File: config.mk
export PLATFORM = sky130hd
export DESIGN_NAME = trace_extremum_detector_flat
export DESIGN_NICKNAME = d
export VERILOG_FILES = /design/src/rtl/core/ted_pkg.sv /design/src/rtl/core/ted_chan_if.sv /design/src/rtl/core/ted_core.sv /design/src/rtl/core/ted_rbuf.sv /design/src/rtl/core/trace_extremum_detector.sv /design/src/flat_wrapper.sv
export SDC_FILE = /design/constraint.sdc
export NUM_CORES = 1
export LEC_CHECK = 0
export BUFFER_PORTS_ARGS = -buffer_cell sky130_fd_sc_hd__buf_2
export CORE_MARGIN = 1
export CORE_UTILIZATION = 60
export DETAILED_ROUTE_END_ITERATION = 7
export PLACE_DENSITY = 0.78
export SLEW_MARGIN = 40
export SYNTH_ARGS = -nofsm -noshare
export SYNTH_HDL_FRONTEND = slang
export SYNTH_SLANG_ARGS = --single-unit
File: constraint.sdc
create_clock -name clk -period 7.9 [get_ports clk]
set_input_delay 1.58 -clock clk [delete_from_list [all_inputs] [get_ports clk]]
set_output_delay 1.58 -clock clk [all_outputs]
set_load 0.05 [all_outputs]
File: src/rtl/core/ted_pkg.sv
package ted_pkg;

  localparam int SMP_W           = 16;
  localparam int POS_W           = 12;
  localparam int POS_MAX         = (1 << POS_W) - 1;
  localparam int MAX_TRACE_LEN_D = 4096;
  localparam int BUF_DEPTH       = 4;
  localparam int BUF_AW          = $clog2(BUF_DEPTH);
  localparam int BUF_CW          = $clog2(BUF_DEPTH + 1);

  localparam logic KIND_MAX = 1'b0;
  localparam logic KIND_MIN = 1'b1;

  localparam logic [1:0] PH_FIRST = 2'd0;
  localparam logic [1:0] PH_FLAT  = 2'd1;
  localparam logic [1:0] PH_TRACK = 2'd2;

  typedef struct packed {
    logic [SMP_W-1:0] sample;
    logic             last_sample;
  } ted_item_t;

  typedef struct packed {
    logic             extremum_kind;
    logic [POS_W-1:0] position;
    logic             last_event;
  } ted_res_t;

  typedef struct packed {
    logic [1:0] n;
    ted_res_t   r0;
    ted_res_t   r1;
  } ted_push_t;

endpackage

File: src/rtl/core/ted_chan_if.sv
interface ted_in_if;
  import ted_pkg::*;

  logic                    valid;
  logic                    ready;
  logic signed [SMP_W-1:0] sample;
  logic                    last_sample;

  modport source (output valid, output sample, output last_sample, input ready);
  modport sink (input valid, input sample, input last_sample, output ready);
endinterface

interface ted_out_if;
  import ted_pkg::*;

  logic             valid;
  logic             ready;
  logic             extremum_kind;
  logic [POS_W-1:0] position;
  logic             last_event;

  modport source (output valid, output extremum_kind, output position, output last_event,
                  input ready);
  modport sink (input valid, input extremum_kind, input position, input last_event,
                output ready);
endinterface

File: src/rtl/core/ted_core.sv
module ted_core
  import ted_pkg::*;
#(
  parameter int MAX_TRACE_LEN = MAX_TRACE_LEN_D
) (
  input  logic      clk,
  input  logic      rst_n,
  input  logic      adv,
  input  ted_item_t item,
  output ted_push_t push
);

  localparam int         CAP_I   = (MAX_TRACE_LEN - 1 < POS_MAX) ? MAX_TRACE_LEN - 1 : POS_MAX;
  localparam logic [POS_W-1:0] POS_CAP = POS_W'(CAP_I);

  logic [SMP_W-1:0] prev_r, prev_nxt;
  logic [POS_W-1:0] idx_r, idx_nxt;
  logic             slope_r, slope_nxt;
  logic [1:0]       phase_r, phase_nxt;
  logic [POS_W-1:0] pbeg_r, pbeg_nxt;
  logic [POS_W-1:0] peak_r, peak_nxt;

  logic signed [SMP_W-1:0] s_cur, s_prev;
  logic             gt, lt;
  logic [POS_W-1:0] idx_inc, beg, mid;

  assign s_cur   = $signed(item.sample);
  assign s_prev  = $signed(prev_r);
  assign gt      = s_cur > s_prev;
  assign lt      = s_cur < s_prev;
  assign idx_inc = (idx_r < POS_CAP) ? idx_r + POS_W'(1) : POS_CAP;
  assign beg     = (pbeg_r <= idx_r) ? pbeg_r : idx_r;
  assign mid     = idx_r - ((idx_r - beg) >> 1);

  always_comb begin
    prev_nxt  = item.sample;
    idx_nxt   = idx_inc;
    slope_nxt = slope_r;
    phase_nxt = phase_r;
    pbeg_nxt  = pbeg_r;
    peak_nxt  = peak_r;
    push      = '0;
    unique case (phase_r)
      PH_FLAT: begin
        if ((gt || lt) && !item.last_sample) begin
          slope_nxt = lt;
          pbeg_nxt  = idx_inc;
          peak_nxt  = '0;
          phase_nxt = PH_TRACK;
        end
      end
      PH_TRACK: begin
        if (gt || lt) begin
          if (lt != slope_r) begin
            if (slope_r) begin
              push.n  = 2'd2;
              push.r0 = '{extremum_kind: KIND_MAX, position: peak_r, last_event: 1'b0};
              push.r1 = '{extremum_kind: KIND_MIN, position: mid, last_event: 1'b1};
              slope_nxt = 1'b0;
            end else begin
              peak_nxt  = mid;
              slope_nxt = 1'b1;
            end
          end
          pbeg_nxt = idx_inc;
        end
        if (item.last_sample && slope_nxt) begin
          push.n  = 2'd1;
          push.r0 = '{extremum_kind: KIND_MAX, position: peak_nxt, last_event: 1'b1};
        end
      end
      default: begin
        idx_nxt   = '0;
        phase_nxt = PH_FLAT;
      end
    endcase
    if (item.last_sample) begin
      phase_nxt = PH_FIRST;
    end
    if (!adv) begin
      push.n = 2'd0;
    end
  end

  always_ff @(posedge clk) begin
    if (!rst_n) begin
      prev_r  <= '0;
      idx_r   <= '0;
      slope_r <= 1'b0;
      phase_r <= PH_FIRST;
      pbeg_r  <= '0;
      peak_r  <= '0;
    end else if (adv) begin
      prev_r  <= prev_nxt;
      idx_r   <= idx_nxt;
      slope_r <= slope_nxt;
      phase_r <= phase_nxt;
      pbeg_r  <= pbeg_nxt;
      peak_r  <= peak_nxt;
    end
  end

endmodule

File: src/rtl/core/ted_rbuf.sv
module ted_rbuf
  import ted_pkg::*;
(
  input  logic              clk,
  input  logic              rst_n,
  input  ted_push_t         push,
  input  logic              pop,
  output logic              room,
  output logic              rvalid,
  output ted_res_t          rdata,
  output logic [BUF_CW-1:0] fill
);

  ted_res_t          mem_r [BUF_DEPTH];
  logic [BUF_AW-1:0] wr_r, wr_nxt, rd_r, rd_nxt;
  logic [BUF_CW-1:0] cnt_r, cnt_nxt;
  logic              pop_ok;

  assign pop_ok  = pop && (cnt_r != '0);
  assign room    = cnt_r <= BUF_CW'(BUF_DEPTH - 2);
  assign rvalid  = cnt_r != '0;
  assign rdata   = mem_r[rd_r];
  assign fill    = cnt_r;
  assign wr_nxt  = wr_r + BUF_AW'(push.n);
  assign rd_nxt  = rd_r + BUF_AW'(pop_ok);
  assign cnt_nxt = cnt_r + BUF_CW'(push.n) - BUF_CW'(pop_ok);

  always_ff @(posedge clk) begin
    if (push.n != 2'd0) begin
      mem_r[wr_r] <= push.r0;
    end
    if (push.n == 2'd2) begin
      mem_r[wr_r + BUF_AW'(1)] <= push.r1;
    end
  end

  always_ff @(posedge clk) begin
    if (!rst_n) begin
      wr_r  <= '0;
      rd_r  <= '0;
      cnt_r <= '0;
    end else begin
      wr_r  <= wr_nxt;
      rd_r  <= rd_nxt;
      cnt_r <= cnt_nxt;
    end
  end

endmodule

File: src/rtl/core/trace_extremum_detector.sv
// Path: a request is held in the input register until the result buffer has
//   room for its results; they are then written into the result buffer and
//   show on out_res from there.
// Throughput: one sample per cycle while the buffer has two free entries; a trough
//   turn yields two results, drained one per cycle while out_res.ready is high, from a four-entry result buffer.
// Reset: synchronous, active low; clears trace state, input and buffer control.
module trace_extremum_detector
  import ted_pkg::*;
#(
  parameter int MAX_TRACE_LEN = MAX_TRACE_LEN_D
) (
  input  logic      clk,
  input  logic      rst_n,
  ted_in_if.sink    in_req,
  ted_out_if.source out_res
);

  logic              in_vld_r;
  ted_item_t         in_data_r;
  logic              room, go;
  ted_push_t         push;
  ted_res_t          rdata;
  logic [BUF_CW-1:0] fill;

  assign go           = in_vld_r && room;
  assign in_req.ready = !in_vld_r || go;

  always_ff @(posedge clk) begin
    if (!rst_n) begin
      in_vld_r <= 1'b0;
    end else if (in_req.ready) begin
      in_vld_r <= in_req.valid;
    end
  end

  always_ff @(posedge clk) begin
    if (in_req.ready && in_req.valid) begin
      in_data_r <= '{sample: in_req.sample, last_sample: in_req.last_sample};
    end
  end

  ted_core #(
    .MAX_TRACE_LEN(MAX_TRACE_LEN)
  ) u_core (
    .clk  (clk),
    .rst_n(rst_n),
    .adv  (go),
    .item (in_data_r),
    .push (push)
  );

  ted_rbuf u_rbuf (
    .clk   (clk),
    .rst_n (rst_n),
    .push  (push),
    .pop   (out_res.ready),
    .room  (room),
    .rvalid(out_res.valid),
    .rdata (rdata),
    .fill  (fill)
  );

  assign out_res.extremum_kind = rdata.extremum_kind;
  assign out_res.position      = rdata.position;
  assign out_res.last_event    = rdata.last_event;

`ifndef SYNTHESIS
  a_fill_bound: assert property (@(posedge clk) disable iff (!rst_n)
    fill <= BUF_CW'(BUF_DEPTH))
    else $error("result buffer fill exceeds depth");

  a_push_room: assert property (@(posedge clk) disable iff (!rst_n)
    (push.n != 2'd0) |-> (fill <= BUF_CW'(BUF_DEPTH - 2)))
    else $error("results pushed without room");

  a_hold_req: assert property (@(posedge clk) disable iff (!rst_n)
    (in_vld_r && !go) |=> (in_vld_r && $stable(in_data_r)))
    else $error("stalled request lost");

  a_pair_order: assert property (@(posedge clk) disable iff (!rst_n)
    (push.n == 2'd2) |-> (push.r0.extremum_kind == KIND_MAX && push.r1.last_event))
    else $error("trough pair malformed");
`endif

endmodule

File: src/flat_wrapper.sv
// flat-port wrapper written by rule: the top's interface ports become plain ports
module trace_extremum_detector_flat import ted_pkg::*;
#(
  parameter int MAX_TRACE_LEN = MAX_TRACE_LEN_D
)
  (clk, rst_n, in_req_valid, in_req_sample, in_req_last_sample, in_req_ready, out_res_valid, out_res_extremum_kind, out_res_position, out_res_last_event, out_res_ready);
  ted_in_if in_req_i ();
  ted_out_if out_res_i ();
  input  logic clk;
  input  logic rst_n;
  input wire logic [$bits(in_req_i.valid)-1:0] in_req_valid;
  input wire logic [$bits(in_req_i.sample)-1:0] in_req_sample;
  input wire logic [$bits(in_req_i.last_sample)-1:0] in_req_last_sample;
  output wire logic [$bits(in_req_i.ready)-1:0] in_req_ready;
  output wire logic [$bits(out_res_i.valid)-1:0] out_res_valid;
  output wire logic [$bits(out_res_i.extremum_kind)-1:0] out_res_extremum_kind;
  output wire logic [$bits(out_res_i.position)-1:0] out_res_position;
  output wire logic [$bits(out_res_i.last_event)-1:0] out_res_last_event;
  input wire logic [$bits(out_res_i.ready)-1:0] out_res_ready;
  assign in_req_i.valid = in_req_valid;
  assign in_req_i.sample = in_req_sample;
  assign in_req_i.last_sample = in_req_last_sample;
  assign in_req_ready = in_req_i.ready;
  assign out_res_valid = out_res_i.valid;
  assign out_res_extremum_kind = out_res_i.extremum_kind;
  assign out_res_position = out_res_i.position;
  assign out_res_last_event = out_res_i.last_event;
  assign out_res_i.ready = out_res_ready;
  trace_extremum_detector #(.MAX_TRACE_LEN(MAX_TRACE_LEN)) u_core (.clk(clk), .rst_n(rst_n), .in_req(in_req_i), .out_res(out_res_i));
endmodule
==> impl_results.rst <==
.. list-table::
   :header-rows: 1

   * - Metric
     - Value
   * - Net count of the mapped netlist
     - 828
   * - Instance area at placement
     - 0.00816 mm^2
   * - Crit path capture type
     - register
   * - Max-capacitance violation count
     - 0
   * - Number of filler instances in the final layout
     - 953
   * - Number of CTS-inserted buffers
     - 17
   * - Reg-to-Reg End
     - u_core.u_rbuf.mem_r[1][9]
   * - Data arrival, critical path
     - 6.09 ns
   * - Drt total wl
     - 16900 um
   * - Mean instance size in the synthesized netlist
     - 10.6 um^2
   * - Pre-antenna DRT Iters
     - 5
   * - Routed length per placed instance
     - 17.7 um
   * - Total via count after detailed routing
     - 5851
   * - Async set-reset flop share out of synthesis
     - 0
   * - Data required, critical path
     - 8.07 ns
   * - Status
     - completed
   * - Gpl congestion
     - 0.895
   * - Number of diodes
     - 0
   * - Dominant cell type by area after synthesis
     - sky130_fd_sc_hd__edfxtp_1
   * - Largest driver fanout on the critical path
     - 6
   * - Layout overhead on the synthesized area
     - 12.4%
   * - Die extent in x
     - 117 um
   * - Fraction of layout cells with a size suffix above 1
     - 0.151
   * - Initial antenna violation count
     - 0
   * - Worst setup SP type
     - register
   * - Number of design rule violations left after detail routing
     - 0
   * - Synthesized netlist cell count
     - 746
   * - Max clock buf depth
     - 2
   * - Relative slew slack
     - 0.445
   * - Hold-critical path depth
     - 2
   * - Clock root buffer master
     - sky130_fd_sc_hd__clkbuf_16
   * - Highest achievable clock rate
     - 169 MHz
   * - Flop2flop setup slack
     - 1.98 ns
   * - Wire length of the first global-routing pass
     - 27500 um
   * - Count of distinct cell types in the synthesized netlist
     - 70
   * - Floorplan core area
     - 0.0127 mm^2
   * - TNS Setup
     - 0 ns
   * - Pin count of the biggest net entering global routing
     - 55
   * - Most area-consuming cells after synthesis
     - sky130_fd_sc_hd__edfxtp_1 (28%), sky130_fd_sc_hd__dfxtp_1 (16%), sky130_fd_sc_hd__ha_1 (9.2%), sky130_fd_sc_hd__a22o_1 (4.5%), sky130_fd_sc_hd__mux4_2 (4.0%)
   * - Clock tree from TritonCTS
     - built
   * - Synthesized cell area
     - 0.00787 mm^2
   * - Total global routing overflow
     - 0
   * - Number of buffers added for setup after CTS
     - 0
   * - Leakage power summed over all cells
     - 3.44 nW
   * - Hold Buf Count CTS
     - 0
   * - Cell Rows
     - 41
   * - Clock tree skew after final layout
     - 0.00759 ns
   * - Clk_lat worst skew
     - 0.42 ns
   * - Starting density of the core
     - 0.619
   * - Number of vias per cell
     - 6.12
   * - Floorplan die height
     - 117 um
   * - Min-Delay Endpoint
     - u_core.u_core.prev_r[3]
   * - Yosys warning count
     - 0
   * - Yosys top cell area share
     - 0.278
   * - Antenna-violating nets left
     - 0
   * - Htree depth
     - 4
   * - Fin. Hold Viols
     - 0
   * - GRT Overall Usage
     - 0.266
   * - Setup slack after layout
     - 1.98 ns
   * - Worst setup slack before clock tree synthesis
     - 2.07 ns
   * - RSZ-0062 raised after global routing
     - false
   * - Clock-pin slew of the registers on the worst-case setup and hold paths
     - 0.06 ns
   * - Worst hold start
     - u_core.u_core.prev_r[3]
   * - Detailed placer's ending HPWL
     - 12000 um
   * - Number of placed I/O pins
     - 37
   * - Number of synthesized register bits
     - 136
   * - Actual transition at the worst max-transition pin
     - 0.829 ns
   * - Count of flip-flops with a built-in enable after synthesis
     - 73
   * - Final critical path time including I/O delays and setup
     - 5.92 ns
   * - Number of cells on the worst reg-to-reg path
     - 20
   * - Final Net Count
     - 853
   * - Final Cycle Share
     - 0.749
   * - Worst slack on hold paths
     - 0.464 ns
   * - Setup Crit Path Kind
     - reg -> reg
   * - Most used cells in the layout excluding fill and tap cells
     - sky130_fd_sc_hd__edfxtp_1 (73), sky130_fd_sc_hd__dfxtp_1 (62), sky130_fd_sc_hd__ha_1 (58), sky130_fd_sc_hd__nand2_1 (56), sky130_fd_sc_hd__inv_1 (47)
   * - Area of the die
     - 0.0136 mm^2
   * - PostCTS Resize Cnt
     - 0
   * - Total power density per cell area
     - 263 mW/mm^2
   * - Max rail drop VDD
     - 0.161 mV
   * - Worst hold-check path type
     - reg -> reg
   * - Final Max Tran Viols
     - 0
   * - Fin area
     - 0.00885 mm^2
   * - Total clock sinks
     - 136
   * - Number of input and output port buffers inserted
     - 36
   * - Setup violations, final
     - 0
   * - Vias in the first global route
     - 5727
   * - Most common cell after layout, fill and taps aside
     - sky130_fd_sc_hd__edfxtp_1
   * - Startpoint of the worst-slack reg-to-reg timing path
     - u_core.u_core.idx_r[11]
   * - Commonest register cell after synthesis
     - sky130_fd_sc_hd__edfxtp_1
   * - Count of routing violations after the opening detailed-route iteration
     - 405
   * - Proportion of synthesized chip area in sequential cells
     - 0.439
==> layout make-up <==
| class | instances | area, um^2 | area share |
|---|---|---|---|
| Multi-Input combinational cell | 522 | 4080 | 0.461 |
| Sequential cell | 136 | 3450 | 0.390 |
| Clock buffer | 21 | 450 | 0.0509 |
| Timing Repair Buffer | 42 | 228 | 0.0257 |
| Clock inverter | 11 | 219 | 0.0247 |
| Tap cell | 172 | 215 | 0.0243 |
| Inverter | 52 | 200 | 0.0226 |
==> worst max-delay path, stage by stage, from the launching register on <==
cell and delay (ns):
sky130_fd_sc_hd__dfxtp_1 0.48, sky130_fd_sc_hd__inv_1 0.13, sky130_fd_sc_hd__ha_1 0.35, sky130_fd_sc_hd__nand4_1 0.12, sky130_fd_sc_hd__or2_2 0.33, sky130_fd_sc_hd__a21oi_1 0.12
sky130_fd_sc_hd__nor3_1 0.10, sky130_fd_sc_hd__nor2_1 0.28, sky130_fd_sc_hd__mux2i_1 0.27, sky130_fd_sc_hd__ha_1 0.30, sky130_fd_sc_hd__a21oi_1 0.26, sky130_fd_sc_hd__o2111ai_1 0.20
sky130_fd_sc_hd__a211oi_1 0.43, sky130_fd_sc_hd__o21ai_0 0.17, sky130_fd_sc_hd__ha_1 0.37, sky130_fd_sc_hd__nor2b_1 0.16, sky130_fd_sc_hd__o21a_1 0.19, sky130_fd_sc_hd__o41ai_1 0.52
sky130_fd_sc_hd__xnor2_1 0.35, sky130_fd_sc_hd__a22o_1 0.32, sky130_fd_sc_hd__a22o_1 0.21
==> synthesized netlist by cell type, drive strengths merged, types with 17 or more instances <==
master and count:
a22o 40, a21oi 42, nand2 57, inv 51, ha 58, a21boi 22, dfxtp 63, nor2 31
xnor2 20, and2 17, o21ai 27, edfxtp 73, clkbuf 22
==> flip-flops by register name, summed over array words and instances (netlist names) <==
register	count
u_core.u_core.prev_r	16
u_core.u_core.phase_r	2
u_core.u_core.peak_r	12
u_core.u_core.pbeg_r	12
u_core.in_vld_r	1
u_core.u_rbuf.fill	3
u_core.u_core.idx_r	12
u_core.u_rbuf.rd_r	2
u_core.u_core.slope_r	1
u_core.in_data_r	17
u_core.u_rbuf.mem_r	56
u_core.u_rbuf.wr_r	2
==> power by group <==
part           switching, mW  total (mW)  internal (mW)
sequential            0.0406       0.812          0.771
combinational          0.393       0.611          0.219
clock                  0.303       0.905          0.602
==> how the worst max path moves through the flow <==
stage / from / endpoint / slack (ns)
final: u_core.u_core.idx_r[11] / u_core.u_rbuf.mem_r[1][9] / 1.98
after global routing: u_core.u_core.idx_r[11] / u_core.u_rbuf.mem_r[1][9] / 1.53
after CTS: u_core.u_core.idx_r[11] / u_core.u_rbuf.mem_r[1][9] / 2.01
after detailed placement: u_core.u_core.idx_r[11] / u_core.u_rbuf.mem_r[0][11] / 2.07
after global placement: u_core.u_core.idx_r[11] / u_core.u_rbuf.mem_r[1][9] / 2.35
after floorplan: u_core.u_core.idx_r[5] / u_core.u_rbuf.mem_r[1][9] / 2.38
==> metrics by stage <==
stage | utilization | power (mW) | instances
global route | 0.695 | 2.43 | 956
global placement | 0.642 | 1.41 | 924
floorplan | - | 1.31 | 746
finish | 0.695 | 2.33 | 956
detailed placement | 0.642 | 1.43 | 924
CTS | 0.694 | 2.34 | 956
==> metal layers <==
| metal | vias up | share of wire | track usage |
|---|---|---|---|
| met5 | - | 0 | 0 |
| met4 | 0 | 0.028 | 0.115 |
| met3 | 41 | 0.046 | 0.0602 |
| met2 | 219 | 0.51 | 0.475 |
| met1 | 2765 | 0.42 | 0.306 |
| li1 | 2826 | - | - |
==> cells by family after synthesis <==
logic type      share of synthesized area
xor+xnor                           0.0334
flops                               0.439
mux                                0.0606
fa+ha+maj                          0.0998
buf+inv                            0.0453
compound gates                      0.193
simple gates                        0.129
Power figures use the tool's default switching activity.
